==> src/rtl/vfd_pkg.sv <==
// ----------------------------------------------------------------------------
// vfd_pkg
// Shared types, command codes and the character translation table of the
// display command interpreter.
// ----------------------------------------------------------------------------
`default_nettype none

package vfd_pkg;

   localparam int DISPLAY_CELLS_DEFAULT = 80;

   // opcode carried in the request tuser
   localparam logic OP_WORD = 1'b0;
   localparam logic OP_READ = 1'b1;

   // display word types
   localparam logic [7:0] TYPE_CHAR = 8'h03;
   localparam logic [7:0] TYPE_CMD  = 8'h02;

   // command codes
   localparam logic [7:0] CMD_CLEAR      = 8'h01;
   localparam logic [7:0] CMD_HOME       = 8'h02;
   localparam logic [7:0] CMD_HOME_ALT   = 8'h03;
   localparam logic [7:0] CMD_LEFT_LO    = 8'h10;
   localparam logic [7:0] CMD_LEFT_HI    = 8'h13;
   localparam logic [7:0] CMD_RIGHT      = 8'h0e;
   localparam logic [7:0] CMD_RIGHT_LO   = 8'h14;
   localparam logic [7:0] CMD_RIGHT_HI   = 8'h17;
   localparam logic [7:0] CMD_LOAD_FLAG  = 8'h80;
   localparam logic [7:0] CMD_LOAD_MASK  = 8'h7f;

   // character filter
   localparam logic [7:0] CHAR_SPACE     = 8'h20;
   localparam logic [7:0] CHAR_PRINT_HI  = 8'h7e;
   localparam logic [7:0] CHAR_KEEP_A    = 8'haf;
   localparam logic [7:0] CHAR_KEEP_B    = 8'hbb;

   // one store operation, issued by the cursor unit to the cell store
   typedef struct packed {
      logic       write;
      logic [6:0] addr;
      logic [7:0] data;
      logic       clear;
   } vfd_store_op_type;

   localparam logic [7:0] CHARSET_MAP [256] = '{
      8'h00, 8'h01, 8'h02, 8'h03, 8'h04, 8'h05, 8'h06, 8'h07,
      8'h08, 8'h09, 8'h0a, 8'h0b, 8'h0c, 8'h0d, 8'h0e, 8'h0f,
      8'h10, 8'h11, 8'h12, 8'h13, 8'h14, 8'h15, 8'h16, 8'h17,
      8'h18, 8'h19, 8'h1a, 8'h1b, 8'h1c, 8'h1d, 8'h1e, 8'h1f,
      8'h20, 8'h21, 8'h22, 8'h23, 8'h24, 8'h25, 8'h26, 8'h27,
      8'h28, 8'h29, 8'h2a, 8'h2b, 8'h2c, 8'h2d, 8'h2e, 8'h2f,
      8'h30, 8'h31, 8'h32, 8'h33, 8'h34, 8'h35, 8'h36, 8'h37,
      8'h38, 8'h39, 8'h3a, 8'h3b, 8'h3c, 8'h3d, 8'h3e, 8'h3f,
      8'h40, 8'h41, 8'h42, 8'h43, 8'h44, 8'h45, 8'h46, 8'h47,
      8'h48, 8'h49, 8'h4a, 8'h4b, 8'h4c, 8'h4d, 8'h4e, 8'h4f,
      8'h50, 8'h51, 8'h52, 8'h53, 8'h54, 8'h55, 8'h56, 8'h57,
      8'h58, 8'h59, 8'h5a, 8'h5b, 8'ha5, 8'h5d, 8'h5e, 8'h5f,
      8'h60, 8'h61, 8'h62, 8'h63, 8'h64, 8'h65, 8'h66, 8'h67,
      8'h68, 8'h69, 8'h6a, 8'h6b, 8'h6c, 8'h6d, 8'h6e, 8'h6f,
      8'h70, 8'h71, 8'h72, 8'h73, 8'h74, 8'h75, 8'h76, 8'h77,
      8'h78, 8'h79, 8'h7a, 8'h7b, 8'h7c, 8'h7d, 8'hbb, 8'hab,
      8'hc4, 8'hc3, 8'hc5, 8'he1, 8'he5, 8'h85, 8'hd6, 8'hf6,
      8'hd8, 8'hf8, 8'hdc, 8'h8b, 8'h5c, 8'h8d, 8'h7e, 8'ha7,
      8'hc6, 8'he6, 8'ha3, 8'h93, 8'hb7, 8'h6f, 8'h96, 8'h97,
      8'ha6, 8'hc7, 8'h9a, 8'h9b, 8'h9c, 8'h9d, 8'h9e, 8'h9f,
      8'ha0, 8'ha1, 8'ha2, 8'hac, 8'ha4, 8'hb7, 8'ha6, 8'ha7,
      8'ha8, 8'ha9, 8'haa, 8'hab, 8'hac, 8'had, 8'hae, 8'haf,
      8'h2d, 8'hb1, 8'hb2, 8'hb3, 8'hb4, 8'hb5, 8'hb6, 8'hb1,
      8'hb8, 8'hb9, 8'hba, 8'hbb, 8'hbc, 8'hbd, 8'hbe, 8'hbf,
      8'hc0, 8'hc1, 8'hc2, 8'hc3, 8'hc4, 8'hc5, 8'hc6, 8'hc7,
      8'hc8, 8'hc9, 8'hca, 8'hcb, 8'hcc, 8'hcd, 8'hce, 8'hcf,
      8'hd0, 8'hd1, 8'hd2, 8'hd3, 8'hd4, 8'hd5, 8'hd6, 8'hd7,
      8'hd8, 8'hd9, 8'hda, 8'hdb, 8'hdc, 8'hdd, 8'ha8, 8'hb0,
      8'he0, 8'he4, 8'hdf, 8'he3, 8'hb5, 8'he5, 8'h70, 8'h67,
      8'he8, 8'he9, 8'h6a, 8'ha4, 8'ha2, 8'hed, 8'hf1, 8'hf6,
      8'h70, 8'h71, 8'hf2, 8'hf3, 8'hf4, 8'hfc, 8'hf6, 8'hf7,
      8'hf8, 8'h79, 8'hfa, 8'hfb, 8'hfc, 8'hf7, 8'hfe, 8'hff
   };

   // translate a code and replace anything not displayable by a space
   function automatic logic [7:0] vfd_translate(input logic [7:0] code);
      logic [7:0] v;
      v = CHARSET_MAP[code];
      if (v == CHAR_KEEP_A || v == CHAR_KEEP_B) begin
         return v;
      end else if (v >= CHAR_SPACE && v <= CHAR_PRINT_HI) begin
         return v;
      end else begin
         return CHAR_SPACE;
      end
   endfunction

endpackage

`default_nettype wire

==> src/rtl/vfd_cursor.sv <==
// ----------------------------------------------------------------------------
// vfd_cursor
// Cursor register and display word decode; issues character writes and
// clears to the cell store.
// ----------------------------------------------------------------------------
`default_nettype none

module vfd_cursor #(
   parameter int DISPLAY_CELLS = vfd_pkg::DISPLAY_CELLS_DEFAULT
) (
   input  wire logic                      clock,
   input  wire logic                      reset,
   input  wire logic                      step,
   input  wire logic                      opcode,
   input  wire logic [7:0]                word_type,
   input  wire logic [7:0]                word_code,
   output      logic [6:0]                cursor_next,
   output      vfd_pkg::vfd_store_op_type store_op
);
   import vfd_pkg::*;

   localparam logic [7:0] SIZE8 = 8'(DISPLAY_CELLS);
   localparam logic [7:0] LAST8 = 8'(DISPLAY_CELLS - 1);

   logic [6:0] cursor_ff;
   logic [6:0] cursor_in;
   logic [7:0] cursor_plus;

   assign cursor_plus = {1'b0, cursor_ff} + 8'd1;

   always_comb begin
      cursor_in = cursor_ff;
      store_op  = '0;
      if (step && opcode == OP_WORD) begin
         if (word_type == TYPE_CHAR) begin
            // characters past the store are dropped and the cursor holds
            if ({1'b0, cursor_ff} < SIZE8) begin
               store_op.write = 1'b1;
               store_op.addr  = cursor_ff;
               store_op.data  = vfd_translate(word_code);
               cursor_in      = cursor_plus[6:0];
            end
         end else if (word_type == TYPE_CMD) begin
            if (word_code == CMD_CLEAR) begin
               store_op.clear = 1'b1;
               cursor_in      = '0;
            end else if (word_code == CMD_HOME || word_code == CMD_HOME_ALT) begin
               cursor_in = '0;
            end else if (word_code >= CMD_LEFT_LO && word_code <= CMD_LEFT_HI) begin
               if (cursor_ff != '0) begin
                  cursor_in = cursor_ff - 7'd1;
               end
            end else if (word_code == CMD_RIGHT ||
                         (word_code >= CMD_RIGHT_LO && word_code <= CMD_RIGHT_HI)) begin
               cursor_in = (cursor_plus >= SIZE8) ? LAST8[6:0] : cursor_plus[6:0];
            end else if ((word_code & CMD_LOAD_FLAG) != '0) begin
               cursor_in = 7'(word_code & CMD_LOAD_MASK);
            end
         end
      end
   end

   always_ff @(posedge clock) begin
      if (reset) begin
         cursor_ff <= '0;
      end else begin
         cursor_ff <= cursor_in;
      end
   end

   assign cursor_next = cursor_in;

endmodule

`default_nettype wire

==> src/rtl/vfd_cell_store.sv <==
// ----------------------------------------------------------------------------
// vfd_cell_store
// Display cell memory with per-cell valid bits; an invalid cell reads as the
// fill value (zero after reset, space after a clear). Registered read port.
// ----------------------------------------------------------------------------
`default_nettype none

module vfd_cell_store #(
   parameter int DISPLAY_CELLS = vfd_pkg::DISPLAY_CELLS_DEFAULT
) (
   input  wire logic                      clock,
   input  wire logic                      reset,
   input  wire vfd_pkg::vfd_store_op_type store_op,
   input  wire logic                      rd_load,
   input  wire logic                      rd_req,
   input  wire logic [6:0]                rd_addr,
   output      logic [7:0]                cell_char
);
   import vfd_pkg::*;

   localparam int   ADDR_W = (DISPLAY_CELLS > 1) ? $clog2(DISPLAY_CELLS) : 1;
   localparam logic [7:0] SIZE8 = 8'(DISPLAY_CELLS);

   logic [7:0]               mem [DISPLAY_CELLS];
   logic [DISPLAY_CELLS-1:0] valid_ff;
   logic [7:0]               fill_ff;
   logic [7:0]               mem_rd_ff;
   logic                     rd_sel_ff;
   logic [7:0]               rd_base_ff;

   logic [ADDR_W-1:0] wr_idx;
   logic [ADDR_W-1:0] rd_idx;
   logic              rd_in_range;
   logic              rd_sel_in;
   logic [7:0]        rd_base_in;

   assign wr_idx      = store_op.addr[ADDR_W-1:0];
   assign rd_in_range = {1'b0, rd_addr} < SIZE8;
   assign rd_idx      = rd_in_range ? rd_addr[ADDR_W-1:0] : '0;

   always_comb begin
      rd_sel_in  = 1'b0;
      rd_base_in = '0;
      if (rd_req && rd_in_range) begin
         if (valid_ff[rd_idx]) begin
            rd_sel_in = 1'b1;
         end else begin
            rd_base_in = fill_ff;
         end
      end
   end

   always_ff @(posedge clock) begin
      if (store_op.write) begin
         mem[wr_idx] <= store_op.data;
      end
      if (rd_load) begin
         mem_rd_ff <= mem[rd_idx];
      end
   end

   always_ff @(posedge clock) begin
      if (reset) begin
         valid_ff <= '0;
         fill_ff  <= '0;
      end else if (store_op.clear) begin
         valid_ff <= '0;
         fill_ff  <= CHAR_SPACE;
      end else if (store_op.write) begin
         valid_ff[wr_idx] <= 1'b1;
      end
   end

   always_ff @(posedge clock) begin
      if (rd_load) begin
         rd_sel_ff  <= rd_sel_in;
         rd_base_ff <= rd_base_in;
      end
   end

   assign cell_char = rd_sel_ff ? mem_rd_ff : rd_base_ff;

endmodule

`default_nettype wire

==> src/rtl/vfd_display_command_interpreter.sv <==
// ----------------------------------------------------------------------------
// vfd_display_command_interpreter
// A request beat is captured in the staging register and moves on to
// the result register once that is empty or its beat is taken. Throughput:
// one beat per cycle while the receiver takes every result, set by the single
// cursor register update and the one-write, one-read cell memory port pair.
// Reset clears the cursor, the cell valid bits and both beat registers at
// once; the store then reads as zero until written or cleared.
// ----------------------------------------------------------------------------
`default_nettype none

module vfd_display_command_interpreter #(
   parameter int DISPLAY_CELLS = vfd_pkg::DISPLAY_CELLS_DEFAULT
) (
   input  wire logic        clock,
   input  wire logic        reset,
   // request beat
   input  wire logic        req_tvalid,
   output      logic        req_tready,
   input  wire logic [23:0] req_tdata,   // word_type, word_code, read_addr, zero pad
   input  wire logic        req_tuser,   // opcode
   input  wire logic        req_tlast,   // end_of_packet
   // result beat
   output      logic        rsp_tvalid,
   input  wire logic        rsp_tready,
   output      logic [31:0] rsp_tdata    // cell_char, cursor_pos, char_written,
                                         // written_addr, written_char, store_cleared
);
   import vfd_pkg::*;

   logic       s1_valid_ff, s1_valid_in;
   logic       s1_opcode_ff;
   logic [7:0] s1_type_ff;
   logic [7:0] s1_code_ff;
   logic [6:0] s1_raddr_ff;
   logic       s1_last_ff;

   logic       rsp_valid_ff, rsp_valid_in;
   logic [6:0] rsp_cursor_ff;
   logic       rsp_written_ff;
   logic [6:0] rsp_waddr_ff;
   logic [7:0] rsp_wchar_ff;
   logic       rsp_cleared_ff;

   logic             req_fire;
   logic             advance;
   logic             step;
   logic [6:0]       cursor_next;
   logic [7:0]       cell_char;
   vfd_store_op_type store_op;

   assign advance    = !rsp_valid_ff || rsp_tready;
   assign step       = s1_valid_ff && advance;
   assign req_tready = !s1_valid_ff || advance;
   assign req_fire   = req_tvalid && req_tready;

   assign s1_valid_in  = req_fire ? 1'b1 : (step ? 1'b0 : s1_valid_ff);
   assign rsp_valid_in = step ? 1'b1 : (rsp_tready ? 1'b0 : rsp_valid_ff);

   always_ff @(posedge clock) begin
      if (reset) begin
         s1_valid_ff  <= 1'b0;
         rsp_valid_ff <= 1'b0;
      end else begin
         s1_valid_ff  <= s1_valid_in;
         rsp_valid_ff <= rsp_valid_in;
      end
   end

   always_ff @(posedge clock) begin
      if (req_fire) begin
         s1_opcode_ff <= req_tuser;
         s1_type_ff   <= req_tdata[7:0];
         s1_code_ff   <= req_tdata[15:8];
         s1_raddr_ff  <= req_tdata[22:16];
         s1_last_ff   <= req_tlast;
      end
   end

   vfd_cursor #(
      .DISPLAY_CELLS(DISPLAY_CELLS)
   ) u_cursor (
      .clock      (clock),
      .reset      (reset),
      .step       (step),
      .opcode     (s1_opcode_ff),
      .word_type  (s1_type_ff),
      .word_code  (s1_code_ff),
      .cursor_next(cursor_next),
      .store_op   (store_op)
   );

   vfd_cell_store #(
      .DISPLAY_CELLS(DISPLAY_CELLS)
   ) u_cell_store (
      .clock    (clock),
      .reset    (reset),
      .store_op (store_op),
      .rd_load  (step),
      .rd_req   (s1_opcode_ff == OP_READ),
      .rd_addr  (s1_raddr_ff),
      .cell_char(cell_char)
   );

   always_ff @(posedge clock) begin
      if (step) begin
         rsp_cursor_ff  <= cursor_next;
         rsp_written_ff <= store_op.write;
         rsp_waddr_ff   <= store_op.addr;
         rsp_wchar_ff   <= store_op.data;
         rsp_cleared_ff <= store_op.clear;
      end
   end

   assign rsp_tvalid = rsp_valid_ff;
   assign rsp_tdata  = {rsp_cleared_ff, rsp_wchar_ff, rsp_waddr_ff, rsp_written_ff,
                        rsp_cursor_ff, cell_char};

   // packet marker has no effect on state; a held stage keeps its captured marker
   a_last_hold: assert property (@(posedge clock) disable iff (reset)
      (s1_valid_ff && !step) |=> $stable(s1_last_ff))
      else $error("staged end-of-packet marker changed while held");

   a_step_result: assert property (@(posedge clock) disable iff (reset)
      step |=> rsp_valid_ff)
      else $error("staged beat did not reach the result register");

   a_write_advance: assert property (@(posedge clock) disable iff (reset)
      (rsp_valid_ff && rsp_written_ff) |-> (rsp_cursor_ff == 7'(rsp_waddr_ff + 7'd1)))
      else $error("cursor did not advance past the written cell");

   a_clear_home: assert property (@(posedge clock) disable iff (reset)
      (rsp_valid_ff && rsp_cleared_ff) |->
         (rsp_cursor_ff == '0 && !rsp_written_ff && cell_char == '0))
      else $error("clear beat carries a cursor, write or cell value");

endmodule

`default_nettype wire

==> config.mk <==
export PLATFORM = sky130hd
export DESIGN_NAME = vfd_display_command_interpreter
export DESIGN_NICKNAME = d
export VERILOG_FILES = /design/src/rtl/vfd_pkg.sv /design/src/rtl/vfd_cursor.sv /design/src/rtl/vfd_cell_store.sv /design/src/rtl/vfd_display_command_interpreter.sv
export SDC_FILE = /design/constraint.sdc
export NUM_CORES = 1
export LEC_CHECK = 0
export ABC_AREA = 1
export BUFFER_PORTS_ARGS = -buffer_cell sky130_fd_sc_hd__buf_2
export CORE_ASPECT_RATIO = 0.8
export CORE_MARGIN = 5
export CORE_UTILIZATION = 38
export DETAILED_ROUTE_END_ITERATION = 6
export GPL_TIMING_DRIVEN = 0
export PLACE_DENSITY = 0.62
export SLEW_MARGIN = 20
export SYNTH_ARGS = -nofsm -noshare
export SYNTH_HDL_FRONTEND = slang
export SYNTH_SLANG_ARGS = --single-unit
==> constraint.sdc <==
create_clock -name clock -period 6.6 [get_ports clock]
set_input_delay 1.32 -clock clock [delete_from_list [all_inputs] [get_ports clock]]
set_output_delay 1.32 -clock clock [all_outputs]
set_load 0.01 [all_outputs]
# Word-level counts from Yosys, hierarchy flattened
# Memories as Yosys holds them, arrays and structs flattened. A register that Yosys moved wholly into a read port is not among the register bits.
# Index checks and enable logic that the tools add are counted.
totals:
  ff_bits: 140
  mem_bits_rw: 640
  n_memories: 2
  in_bits: 30
  elab_cells: 99
  output_inout_bits: 34
  mem_bits_ro: 2048
mem_list:
  columns: ["name", "words", "width", "read_ports", "rd_clocked_by_memory_dff", "write_ports", "line", "source"]
  rows:
  - ["(no name shown)", 256, 8, 1, 0, 0, "vfd_pkg.sv:84", "v = CHARSET_MAP[code];"]
  - ["u_cell_store.mem", 80, 8, 1, 1, 1, "vfd_cell_store.sv:24", "logic [7:0] mem [DISPLAY_CELLS];"]
op_classes:
  n_mux: 34
  bitwise: 4
  order_cmp: 13
  n_addsub: 2
  n_reduce_logical: 20
  eq_ne: 8
ops:
  columns: ["op", "count"]
  rows:
  - ["2-to-1 mux 7 bit", 12]
  - ["OR 80 bit", 1]
  - ["2-to-1 mux 8 bit", 5]
  - ["== test 8 x 2 -> 1 bit (second input constant)", 4]
  - ["2-to-1 mux 16 bit", 2]
  - ["2-to-1 mux 17 bit", 1]
  - ["== test 8 bit (second input constant)", 2]
  - ["greater-or-equal comparator 8 x 5 -> 1 bit (second input constant)", 2]
  - ["<= comparator 8 x 5 -> 1 bit (second input constant)", 2]
  - ["less-than comparator 7 x 8 -> 1 bit (second input constant)", 2]
  - ["less-than comparator 7 bit (second input constant)", 2]
  - ["2-to-1 mux 1 bit", 12]
  - ["greater-or-equal comparator 9 bit (second input constant)", 1]
  - ["NOT 8 -> 9 bit", 1]
  - ["adder 7 x 1 -> 8 bit (second input constant)", 1]
  - ["== test 8 x 1 -> 1 bit (second input constant)", 1]
  - ["== test 8 x 4 -> 1 bit (second input constant)", 1]
  - ["greater-or-equal comparator 8 x 6 -> 1 bit (second input constant)", 1]
  - ["greater-or-equal comparator 8 x 7 -> 1 bit (second input constant)", 1]
  - ["<= comparator 8 x 7 -> 1 bit (second input constant)", 1]
  - ["logical AND 1 bit", 8]
  - ["binary-select mux 1 bit (select 7 bit)", 1]
  - ["demux 1 bit (select 7 bit)", 1]
  - ["greater-or-equal comparator 7 x 1 -> 1 bit (second input constant)", 1]
  - ["other kinds (7)", 15]

# Depth between registers and ports, before layout
depth:
  word_depth: 16
  ltp_mapped: 19

# Cells and area by module
# A second synthesis with hierarchy kept.
unflattened:
  cells_unflattened: 3330
  area_unflattened_um2: 34629.5
modules_own_cells:
  columns: ["module", "cells_per_inst", "n_inst", "seq_area_each_um2", "area_per_inst_um2"]
  rows:
  - ["vfd_cell_store", 2723, 1, 21140.3, 30384.1]
  - ["vfd_cursor", 545, 1, 140.1, 2697.6]
  - ["vfd_display_command_interpreter", 62, 1, 1481.4, 1547.7]

# Least setup slack after synthesis
# OpenSTA, ideal clock, no wires.
synth_timing:
  path_type: "input to register"
  start: "input port rsp_tready"
  end: "register rsp_wchar_ff[7], data pin"
  stages: 10
  arrival_ns: 5.275
  slack_ns: 0.519
  cell_sequence: "inv_1 > nand2_1 > nand2_1 > nor2_2 > inv_2 > nor2_4 > inv_2 > nor2_8 > inv_4 > nor3_1"
synth_lines:
  columns: ["element", "line", "source"]
  rows:
  - ["start, declared", "vfd_display_command_interpreter.sv:25", "input wire logic rsp_tready,"]
  - ["end signal, assigned", "vfd_display_command_interpreter.sv:110", "rsp_wchar_ff <= store_op.data;"]
  - ["end, declared", "vfd_display_command_interpreter.sv:42", "logic [7:0] rsp_wchar_ff;"]

==> results.sh <==
export IMPL_status="finished, final reports clean"
export IMPL_synthArstFlopShare=0
export IMPL_cts_inserted_buffers=77
export IMPL_cts_sinks=788
export IMPL_synth_top_cell_by_area="edfxtp_1"
export IMPL_synth_seq_cells=788
export IMPL_setup_viol=0
export IMPL_synth_top_family_by_area="simple AND/OR/NAND/NOR gates"
export IMPL_fin_setup_tns_ns=0
export IMPL_p_per_area_nw_per_um2=266
export IMPL_port_buffers=61
export IMPL_max_vdd_ir_drop_mv=0.197
export IMPL_ys_flop_type="edfxtp_1"
export IMPL_synthTopCellsByCount="edfxtp_1, nand2_1, nand3_1"
export IMPL_hold_buffers=0
export IMPL_synth_compound_area_share=0.0760
export IMPL_path_max_fanout=21
export IMPL_die_height_um=280
export IMPL_final_nets=3496
export IMPL_area_growth_pct=13.9
export IMPL_cts_buffer_depth=3
export IMPL_route_detailed_drc=0
export IMPL_synth_edf_count=698
export IMPL_synth_fa_ha_area_frac=0.00435
export IMPL_core_um2=89800
export IMPL_grt_pass1_vias=24100
export IMPL_ios=64
export IMPL_viasPerCell=5.41
export IMPL_wire_per_inst_um=22.5
export IMPL_ant_nets=0
export IMPL_cts_resized=0
export IMPL_grtUsageTotal=0.214
export IMPL_dr_pass1_iters=6
export IMPL_avgSynthCellArea_um2=10.5
export IMPL_rsz0062_at_grt="false"
export IMPL_yosysUniqueCellTypes=45
export IMPL_crit_type="flop to flop"
export IMPL_yosys_area_share_simple=0.196
export IMPL_worst_setup_path_end_kind="flop"
export IMPL_post_route_period_util=0.682
export IMPL_cp_required_ns=7.07
export IMPL_maxCapViolCount=0
export IMPL_synth_xor_area_frac=0.00177
export IMPL_post_cts_setup_buffers=0
export IMPL_rows=98
export IMPL_drive_above_1_share=0.102
export IMPL_cts_htree_levels=3
export IMPL_place_area_um2=37000
export IMPL_min_period_ns=4.50
export IMPL_worstPathArrival_ns=4.97
export IMPL_hold_viol=0
export IMPL_fin_area_um2=39300
export IMPL_cts_root_buffer="clkbuf_16"
export IMPL_wl_mm=106
export IMPL_max_slew_margin=0.198
export IMPL_synthMuxAreaShare=0.000326
export IMPL_syn_cell_area_um2=34500
export IMPL_skew_ns=0.0228
export IMPL_hpwlAfterDp_mm=75.3
export IMPL_synthCells=3286
export IMPL_synth_top_area_share=0.607
export IMPL_clk_pin_slew_ns=0.06
export IMPL_synth_most_common_cell="edfxtp_1"
export IMPL_fp_dieArea_um2=97100
export IMPL_final_max_slew_viol_count=0
export IMPL_clk_latency_ns=0.64
export IMPL_drt_iter0_markers=3350
export IMPL_start_util=0.385
export IMPL_nFillCells=8454
export IMPL_synth_warning_count=0
export IMPL_synth_area_leaders="edfxtp_1, nand2_1, nand3_1, o211ai_1, dfxtp_1"
export IMPL_overflow=0
export IMPL_p_leak_nw=14.0
export IMPL_vias=25500
export IMPL_die_w_um=347
export IMPL_grt_pass1_wl_mm=156
export IMPL_hold_class="flop to flop"
export IMPL_tightest_slew_ns=1.20
export IMPL_antenna_found_initial=1
export IMPL_start_kind="flop"
export IMPL_fmax_mhz=222
export IMPL_synth_fp_nets=3328
export IMPL_yosysSeqAreaShare=0.659
export IMPL_cts_tree="built"
export IMPL_place_gp_congestion=0.949
export IMPL_grt_max_degree=57
[registers in the layout (all words and copies together) (netlist names), 7 cells and up]
signal	flops
u_cell_store.mem_rd_ff	8
u_cursor.cursor_ff	7
s1_raddr_ff	7
rsp_cursor_ff	7
s1_type_ff	8
s1_code_ff	8
rsp_waddr_ff	7
rsp_wchar_ff	8
u_cell_store.mem	640
u_cell_store.valid_ff	80
[report_power, final]
| group | total (W) | leakage (nW) | internal (W) | switching, W |
|---|---|---|---|---|
| clock | 0.00423 | 1.14 | 0.00233 | 0.00190 |
| combinational | 0.000828 | 6.88 | 0.000218 | 0.000610 |
| sequential | 0.00539 | 5.99 | 0.00538 | 0.0000137 |
| total | 0.0105 | 14.0 | 0.00793 | 0.00253 |
[critical path: stages (launching register included)]
cell and delay (ns):
edfxtp_1 0.45, clkbuf_1 0.27, inv_1 0.36, ha_1 0.34, nand3_1 0.21, o21ai_0 0.29, nand2_1 0.11, o21ai_0 0.17
nand3_1 0.20, nor2_1 0.16, nand2_1 0.06, nor2_1 0.08, nand2_1 0.10, nand2_1 0.07, nand2_1 0.32, nor2_4 0.68
buf_16 0.25, buf_16 0.19
[cell families after synthesis]
logic type,after synthesis
compound gates,380
xor+xnor,7
fa+ha+maj,12
buf+inv,535
flops,788
mux,1
simple gates,1563
[per-stage QoR]
stage,hold slack [ns],setup slack (ns),power (W),utilization,instances
2_1_floorplan,0.431,0.519,0.00597,-,3286
3_3_place_gp,0.439,-5.40,0.00629,0.405,4547
3_5_place_dp,0.447,2.14,0.00629,0.412,4575
4_1_cts,0.463,2.17,0.0105,0.438,4716
5_1_grt,0.491,1.72,0.0107,0.438,4716
6_report,0.462,2.10,0.0105,0.438,4717
[path summary, 6_finish.rpt]
check	start	to	slack, ns	depth (start not counted)
max reg2reg	s1_code_ff[0]	u_cell_store.mem[31][3]	2.10	17
max	s1_code_ff[0]	u_cell_store.mem[31][3]	2.10	17
min	u_cell_store.valid_ff[53]	u_cell_store.valid_ff[53]	0.46	2
min reg2reg	u_cell_store.valid_ff[53]	u_cell_store.valid_ff[53]	0.46	2
[per-layer routing]
metal,up-vias,share of wire,global-route usage
li1,11700,-,-
met1,12300,0.46,0.328
met2,1328,0.40,0.301
met3,171,0.12,0.0598
met4,4,0.023,0.0496
met5,-,0.00036,0
[final cells by class]
type                            instances  area, um^2  share of cell area
Timing Repair Buffer                   89         867              0.0220
Buffer                                185         848              0.0216
Clock buffer                          107        2120              0.0540
Inverter                              350        1320              0.0335
Multi-Input combinational cell       1963        9680               0.246
Antenna cell                            1        2.50           0.0000636
Clock inverter                         34         226             0.00576
Sequential cell                       788       22800               0.579
Tap cell                             1200        1500              0.0382
[layout by cell type (no fill, tap or decap), drive strengths merged, types with 3 or more instances in the layout]
cell type,n
o211ai,244
o21ai,64
o31ai,24
nand3b,10
buf,173
ha,12
nor2,399
edfxtp,698
or2,50
nand4,8
o21bai,3
nand2,657
nand3,423
nor4,3
xor2,6
nor3,13
clkbuf,208
dfxtp,90
inv,342
clkinv,39
a21oi,35
(Power assumes the default switching activity.)
